--- src/rtl/ccm_pkg.sv ---
package ccm_pkg;

    // Default parameter values
    localparam int DEF_CHANNEL_BITS = 16;
    localparam int DEF_FRAC_BITS    = 16;

    // Port field widths
    localparam int CHAN_W = 16;
    localparam int TEMP_W = 16;
    localparam int LUX_W  = 16;

    // Tristimulus widths: X, Y, Z fit 32 bits signed, their sum 33 bits
    localparam int XY_W     = 32;
    localparam int XY_MAG_W = 31;
    localparam int S_W      = 33;
    localparam int S_MAG_W  = 32;
    localparam int LUX_SHIFT = 14;

    // Chromaticity quotient bits (saturates at 2^31-1)
    localparam int XC_QB = 31;

    // xc - K1 and K2 - yc
    localparam int CH_W     = 33;
    localparam int CH_MAG_W = 32;

    // Q2.14 matrix, rows X, Y, Z, columns r, g, b
    localparam logic signed [XY_W-1:0] M_XR = -32'sd2340;
    localparam logic signed [XY_W-1:0] M_XG =  32'sd25383;
    localparam logic signed [XY_W-1:0] M_XB = -32'sd15670;
    localparam logic signed [XY_W-1:0] M_YR = -32'sd5319;
    localparam logic signed [XY_W-1:0] M_YG =  32'sd25860;
    localparam logic signed [XY_W-1:0] M_YB = -32'sd11992;
    localparam logic signed [XY_W-1:0] M_ZR = -32'sd11174;
    localparam logic signed [XY_W-1:0] M_ZG =  32'sd12628;
    localparam logic signed [XY_W-1:0] M_ZB =  32'sd9229;

    // McCamy cubic in hundredths of a kelvin
    localparam int C3_W = 16;
    localparam int C2_W = 19;
    localparam int C1_W = 20;
    localparam logic [C3_W-1:0] POLY_C3 = 16'd44900;
    localparam logic [C2_W-1:0] POLY_C2 = 19'd352500;
    localparam logic [C1_W-1:0] POLY_C1 = 20'd682330;
    localparam int              POLY_C0 = 552033;

    // Final scaling by 1/100 as a reciprocal multiply
    localparam int CCT_IN_W = 23;
    localparam int RECIP_W  = 24;
    localparam int RECIP_SH = 30;
    localparam logic [RECIP_W-1:0]  RECIP_100 = 24'd10737419;
    localparam logic [CCT_IN_W-1:0] CCT_LIM   = 23'd6553600;
    localparam logic [CCT_IN_W-1:0] NEG_LIM   = 23'd100;

    typedef enum logic [1:0] {
        ST_OK    = 2'd0,
        ST_LOW   = 2'd1,
        ST_HIGH  = 2'd2,
        ST_UNDEF = 2'd3
    } ccm_status_t;

    typedef struct packed {
        logic [CHAN_W-1:0] red;
        logic [CHAN_W-1:0] green;
        logic [CHAN_W-1:0] blue;
    } ccm_pix_t;

    typedef struct packed {
        logic [TEMP_W-1:0] color_temp;
        ccm_status_t       temp_status;
        logic [LUX_W-1:0]  lux;
        logic              lux_clamped;
    } ccm_res_t;

    typedef struct packed {
        logic [LUX_W-1:0] lux;
        logic             clamped;
    } ccm_lux_t;

    typedef struct packed {
        logic [XY_MAG_W-1:0] x_mag;
        logic                x_neg;
        logic [XY_MAG_W-1:0] y_mag;
        logic                y_neg;
        logic [S_MAG_W-1:0]  s_mag;
        logic                s_neg;
        ccm_lux_t            lux;
    } ccm_xyz_t;

    // Sideband that rides along a divider
    typedef struct packed {
        ccm_lux_t lux;
        logic     neg;
        logic     undef;
    } ccm_side_t;

endpackage

--- src/rtl/ccm_div.sv ---
module ccm_div
    import ccm_pkg::*;
#(
    parameter int NUM_W = 47,
    parameter int DEN_W = 32,
    parameter int QB    = 31,
    parameter int SW    = 1
)
(
    input  logic             clk,
    input  logic             rst_n,
    input  logic             en,
    input  logic             in_valid,
    input  logic [NUM_W-1:0] num,
    input  logic [DEN_W-1:0] den,
    input  logic [SW-1:0]    side_in,
    output logic             out_valid,
    output logic [QB-1:0]    quo,
    output logic             ovf,
    output logic             dz,
    output logic [SW-1:0]    side_out
);

    localparam int HI_W  = NUM_W - QB;
    localparam int CMP_W = (HI_W > DEN_W) ? HI_W : DEN_W;

    logic             vld_reg  [QB+1];
    logic [DEN_W-1:0] rem_reg  [QB+1];
    logic [DEN_W-1:0] rem_next [QB+1];
    logic [QB-1:0]    low_reg  [QB+1];
    logic [QB-1:0]    low_next [QB+1];
    logic [QB-1:0]    quo_reg  [QB+1];
    logic [QB-1:0]    quo_next [QB+1];
    logic [DEN_W-1:0] den_reg  [QB+1];
    logic             ovf_reg  [QB+1];
    logic             dz_reg   [QB+1];
    logic [SW-1:0]    side_reg [QB+1];
    logic             ovf_reg_in;

    // one quotient bit per stage, restoring
    always_comb
    begin
        logic [CMP_W-1:0] hi_ext, den_ext;
        logic [DEN_W:0]   trial, diff;
        logic             ge;
        hi_ext      = CMP_W'(num[NUM_W-1:QB]);
        den_ext     = CMP_W'(den);
        rem_next[0] = hi_ext[DEN_W-1:0];
        low_next[0] = num[QB-1:0];
        quo_next[0] = '0;
        for (int k = 1; k <= QB; k++)
        begin
            trial       = {rem_reg[k-1], low_reg[k-1][QB-1]};
            diff        = trial - {1'b0, den_reg[k-1]};
            ge          = (trial >= {1'b0, den_reg[k-1]});
            rem_next[k] = ge ? diff[DEN_W-1:0] : trial[DEN_W-1:0];
            low_next[k] = low_reg[k-1] << 1;
            quo_next[k] = {quo_reg[k-1][QB-2:0], ge};
        end
        // quotient would need more than QB bits
        ovf_reg_in = (hi_ext >= den_ext);
    end

    always_ff @(posedge clk or negedge rst_n)
    begin
        if (!rst_n)
        begin
            for (int k = 0; k <= QB; k++)
            begin
                vld_reg[k] <= 1'b0;
            end
        end
        else if (en)
        begin
            vld_reg[0] <= in_valid;
            for (int k = 1; k <= QB; k++)
            begin
                vld_reg[k] <= vld_reg[k-1];
            end
        end
    end

    always_ff @(posedge clk)
    begin
        if (en)
        begin
            ovf_reg[0]  <= ovf_reg_in;
            dz_reg[0]   <= (den == '0);
            den_reg[0]  <= den;
            side_reg[0] <= side_in;
            for (int k = 0; k <= QB; k++)
            begin
                rem_reg[k] <= rem_next[k];
                low_reg[k] <= low_next[k];
                quo_reg[k] <= quo_next[k];
            end
            for (int k = 1; k <= QB; k++)
            begin
                ovf_reg[k]  <= ovf_reg[k-1];
                dz_reg[k]   <= dz_reg[k-1];
                den_reg[k]  <= den_reg[k-1];
                side_reg[k] <= side_reg[k-1];
            end
        end
    end

    assign out_valid = vld_reg[QB];
    assign quo       = quo_reg[QB];
    assign ovf       = ovf_reg[QB];
    assign dz        = dz_reg[QB];
    assign side_out  = side_reg[QB];

endmodule

--- config.mk ---
export PLATFORM = sky130hd
export DESIGN_NAME = ccm_div
export DESIGN_NICKNAME = d
export VERILOG_FILES = /design/src/rtl/ccm_pkg.sv /design/src/rtl/ccm_div.sv
export SDC_FILE = /design/constraint.sdc
export NUM_CORES = 2
export LEC_CHECK = 0
export BUFFER_PORTS_ARGS = -buffer_cell sky130_fd_sc_hd__buf_2
export CAP_MARGIN = 20
export CORE_ASPECT_RATIO = 1.25
export CORE_UTILIZATION = 58
export CTS_CLUSTER_DIAMETER = 40
export DETAILED_ROUTE_END_ITERATION = 10
export HOLD_SLACK_MARGIN = 0.03
export PLACE_DENSITY = 0.77
export SYNTH_ARGS = -nofsm -noshare
export SYNTH_HDL_FRONTEND = slang
export SYNTH_MEMORY_MAX_BITS = 65536
export SYNTH_SLANG_ARGS = --single-unit
--- constraint.sdc ---
create_clock -name clk -period 3.21 [get_ports clk]
set_clock_uncertainty 0.05 [all_clocks]
set_input_delay 0.1605 -clock clk [delete_from_list [all_inputs] [get_ports clk]]
set_output_delay 0.1605 -clock clk [all_outputs]
set_load 0.01 [all_outputs]
==> results.ini, run 1 <==
[outcome]
status = aborted with a tool error
lastStage = global routing
error = [ERROR GRT-0232] Routing congestion too high. Check the congestion heatmap in the GUI.

[place]
post-place-ws_ns = -1.13
dp_cells = 18400
routabilityCongestion = 0.985
dp_hpwl_um = 326000
io_buffers = 118

[grt]
gr-usage-all-layers_pct = 51.0
grt_max_degree = 93
grt-ovfl-total = 24

[synth]
synthFlopType = edfxtp_1
syn_area_per_cell_um2 = 12.4
syn_nets = 13700
synth-edff-count = 3056
synth-seq-area-share_pct = 59.2
synth_common_cells = edfxtp_1, inv_1, ha_1
yosysTopAreaCell = edfxtp_1
synthTopCellsByArea = edfxtp_1, ha_1, mux2_2
synth_top_area_share_pct = 58.7
yosysMostFrequentCell = edfxtp_1
synth-async-reset-ratio_pct = 1.04
netlist_area_um2 = 156000
postSynthCellCount = 12600
yosysWarnings = 0
ys_types = 107
synth_seq_cells = 3088

[floorplanning]
rows = 212
fp.dieW_um = 466
initial_utilization_pct = 58.5
fp.dieH_um = 583
pin_count = 119

[clock_network]
cts_made_buffers = 386
clock_path_buffers = 4
clock-root-buffer = clkbuf_16
cts.htree.levels = 5
cts.sinks = 3088

[sta]
crit_endpoint = rem_reg[1][319]$_DFFE_PP_/D
worst_path_end_type = register input

-- through the flow --
| stage | cell area, um2 | setup TNS, ns |
|---|---|---|
| CTS | 204000 | -206.12 |
| detailed placement | 180000 | -330.16 |
| global placement | 180000 | -256.86 |
| floorplan | 157000 | -9.07 |
-- what timing repair did --
item | 4_1_cts
resized for setup | 1291
endpoints found under the setup margin | 990
cloned | 64
setup buffers | 315
hold buffers | 166
hold endpoints to repair | 478
pin swaps | 398
-- per-layer routing --
metal,global-route usage [%],overflow
met5,22.0,1
met4,44.2,13
met3,29.7,7
met2,74.1,2
met1,50.0,1
-- cells by family after synthesis --
logic type                 synth area share (%)
AOI/OAI and AO/OA                          12.6
DFF                                        59.2
and+or+nand+nor                            7.56
buffers and inverters                      3.76
adders and majority gates                  8.33
xor gates and xnor gates                   4.41
muxes                                      4.19
==> inputs of run 2 (changes only) <==
--- a/config.mk
+++ b/config.mk
@@ -7,12 +7,9 @@
 export LEC_CHECK = 0
 export BUFFER_PORTS_ARGS = -buffer_cell sky130_fd_sc_hd__buf_2
 export CAP_MARGIN = 20
-export CORE_ASPECT_RATIO = 1.25
-export CORE_UTILIZATION = 58
-export CTS_CLUSTER_DIAMETER = 40
+export CORE_UTILIZATION = 40
 export DETAILED_ROUTE_END_ITERATION = 10
-export HOLD_SLACK_MARGIN = 0.03
-export PLACE_DENSITY = 0.77
+export PLACE_DENSITY_LB_ADDON = 0.15
 export SYNTH_ARGS = -nofsm -noshare
 export SYNTH_HDL_FRONTEND = slang
 export SYNTH_MEMORY_MAX_BITS = 65536
==> constraint.sdc (replaced) <==
create_clock -name clk -period 4.2 [get_ports clk]
set_clock_uncertainty 0.05 [all_clocks]
set_input_delay 0.21 -clock clk [delete_from_list [all_inputs] [get_ports clk]]
set_output_delay 0.21 -clock clk [all_outputs]
set_load 0.01 [all_outputs]
==> results.ini, run 2 <==
[sta]
fin_tns_setup_ns = 0
maxSlewViolCount = 0
min_period_over_period_pct = 94.8
fmax_ghz = 0.251
hold_viol = 0
slew_headroom_pct = 34.0
finalCriticalPeriod_ns = 3.98
worstMarginPinSlew_ns = 0.988
rsz0062_at_grt = no
whs_ns = 0.238
setup_viol = 0

[critical_path]
cp_num_buf_inv = 1
crit_top_cell = and3_1
cp.required_ns = 4.86
reg2reg_depth = 10
crit_path_top_delay_cell = or3_2
reg2reg_slack_ns = 0.22
cp-start-kind = flip-flop
critPathMaxStageDelay_ns = 0.64
end_kind = flip-flop
crit_arrival_ns = 4.65
critPathTopFamily = simple AND/OR/NAND/NOR gates
critPathMaxFanout = 21
timing.rr.start = rem_reg[0][139]
r2r-end = rem_reg[0][162]
crit_type = reg2reg
crit_chain = ha_1 > and3_1 > nand4_1 > or3_1 > o31ai_2 > o21ai_1 > and3_1 > or3_2 > buf_12 > o21ai_0

[place]
io_buffers = 118  ; unchanged
dp_hpwl_um = 282000  ; -13%
routabilityCongestion = 0.903  ; -8.3%

[detailed_routing]
drt_iter0_drc = 7250
wire_per_inst_um = 20.4
dr.pass1.iters = 9
antenna_left = 0
vias = 98600
wl_um = 380000
viasPerCell = 5.29
drc = 3

[final_layout]
largest_register_ffs = 992
final_layout_size_suffix_gt1_share_pct = 10.8
multi_input_area_um2 = 58200
area_delta_synth_final_pct = 13.7
fin_nets = 14300
fin_util_pct = 45.7
nFillCells = 35200
final_cell_mix = edfxtp_1, inv_1, ha_1
seq_area_um2 = 92600
mostFrequentLayoutCell = edfxtp_1

[grt]
grt_busiest_layer = met2
grt_pass1_vias = 98000
antenna_found_initial = 3
gr-usage-met1_pct = 24.3
grt_max_degree = 130
grt_pass1_wl_um = 583000
grt-ovfl-total = 0
gr-usage-all-layers_pct = 19.0
use_met3_pct = 2.01
met2_usage_pct = 33.6

[synth]
synth_top_family_by_area = compound AO/OA/AOI/OAI gates
synth-xor-area-share_pct = 4.41  ; unchanged
synthMuxAreaShare_pct = 4.19  ; unchanged
ys_types = 107  ; unchanged
synthFlopType = edfxtp_1
synthTopCellsByArea = edfxtp_1, ha_1, mux2_2
synth-async-reset-ratio_pct = 1.04  ; unchanged
synth_seq_cells = 3088  ; unchanged
synth-simple-area-share_pct = 7.56  ; unchanged
syn_nets = 13700  ; unchanged
synth_adder_area_share_pct = 8.33  ; unchanged
yosysWarnings = 0  ; unchanged
synth_top_area_share_pct = 58.7  ; unchanged
synth_compound_area_share_pct = 12.6  ; unchanged
postSynthCellCount = 12600  ; unchanged
synth_common_cells = edfxtp_1, inv_1, ha_1
synth-seq-area-share_pct = 59.2  ; unchanged
yosysTopAreaCell = edfxtp_1
syn_area_per_cell_um2 = 12.4  ; unchanged
netlist_area_um2 = 156000  ; unchanged
yosysMostFrequentCell = edfxtp_1
synth-edff-count = 3056  ; unchanged

[clock_network]
cts.htree.levels = 5  ; unchanged
cts_made_buffers = 352  ; -8.8%
cts_tree = built
cts.sinks = 3088  ; unchanged
clk_pin_slew_ns = 0.06
clk-insertion-delay-late_ns = 0.94
clock_path_buffers = 4  ; unchanged
clock-root-buffer = clkbuf_16
postCtsSetupBuffers = 0  ; -100%

[worst_hold_path]
min_path_cells = 5
min_from = den[11]
whs_endpoint = dz_reg[0][0]
hold_class = in2reg

[floorplanning]
rows = 229  ; +8.0%
initial_utilization_pct = 40.2  ; -18 points
fp.dieH_um = 627  ; +7.7%
fp.dieW_um = 627  ; +34%
core_um2 = 389000
pin_count = 119  ; unchanged
die-area_um2 = 394000

[power]
p_leak_nw = 70.6
max-vdd-ir-drop_v = 0.000378
power_density_nw_per_um2 = 759
power.total_mw = 135

[outcome]
violations = DRC
status = finished with violations

[flow_run]
drv_cap = 0

run 2: cell families (layout without fill, tap and decap cells):
| logic type | after synthesis | after routing |
|---|---|---|
| AND/OR/NAND/NOR | 2503 | 2503 |
| XOR/XNOR | 788 | 788 |
| other | 0 | 1 |
| adder cells (fa/ha/maj) | 1023 | 1023 |
| multiplexers | 579 | 579 |
| AO/OA/AOI/OAI | 3107 | 3107 |
| buffers and inverters | 1522 | 2358 |
| flip-flops | 3088 | 3088 |
run 2: per-layer routing:
metal	routed length, um	share of wire [%]	up-vias
li1	-	-	47800
met1	165000	43	48100
met2	190000	50	2108
met3	13700	3.6	594
met4	11300	3.0	0
met5	0	0	-
run 2: worst min-delay path, cell delays in order:
cell and delay (ns):
dlygate4sd3_1 0.52, buf_2 0.12, nor4_1 0.05, nand4_1 0.08, nor2_1 0.07
run 2: cell type report:
type	count	area share (%)
multi-input cells	8000	32.7
flip-flops and latches	3088	52.0
repair buffers	469	2.47
inverters	1251	2.64
well taps	5197	3.66
diodes	1	0.00141
clock buffers	417	5.15
clock inverters	221	1.33
run 2: repair_timing:
item / in CTS / in global routing
hold endpoints to repair: 219 / 0
resized for setup: 0 / 6
endpoints found under the setup margin: 0 / 68
hold buffers: 166 / 0
run 2: power by group:
part	switching [mW]	internal [mW]
Sequential	4.73	43.7
Clock	12.7	17.9
Combinational	31.2	24.7
run 2: through the flow:
| stage | setup slack, ns | cell area [um2] | std cells |
|---|---|---|---|
| final | 0.217 | 178000 | 18600 |
| after global routing | 0.0110 | 178000 | 18600 |
| after CTS | 0.0363 | 178000 | 18600 |
| after detailed placement | 0.0418 | 165000 | 17800 |
| after global placement | 0.0522 | 165000 | 17800 |
| after floorplan | 0.782 | 156000 | 12600 |
run 2: how the worst max path moves through the flow:
stage                          from               to  slack, ns  cells after the start
floorplan           rem_reg[0][453]  rem_reg[0][508]       0.78                     12
global placement     den_reg[6][27]  rem_reg[0][443]       0.05                     14
detailed placement   den_reg[5][32]  rem_reg[0][412]       0.04                     14
CTS                  den_reg[5][32]  rem_reg[0][412]       0.04                     14
global route         den_reg[13][1]  rem_reg[1][355]       0.01                     13
finish              rem_reg[0][139]  rem_reg[0][162]       0.22                     10
(Power assumes the default switching activity.)
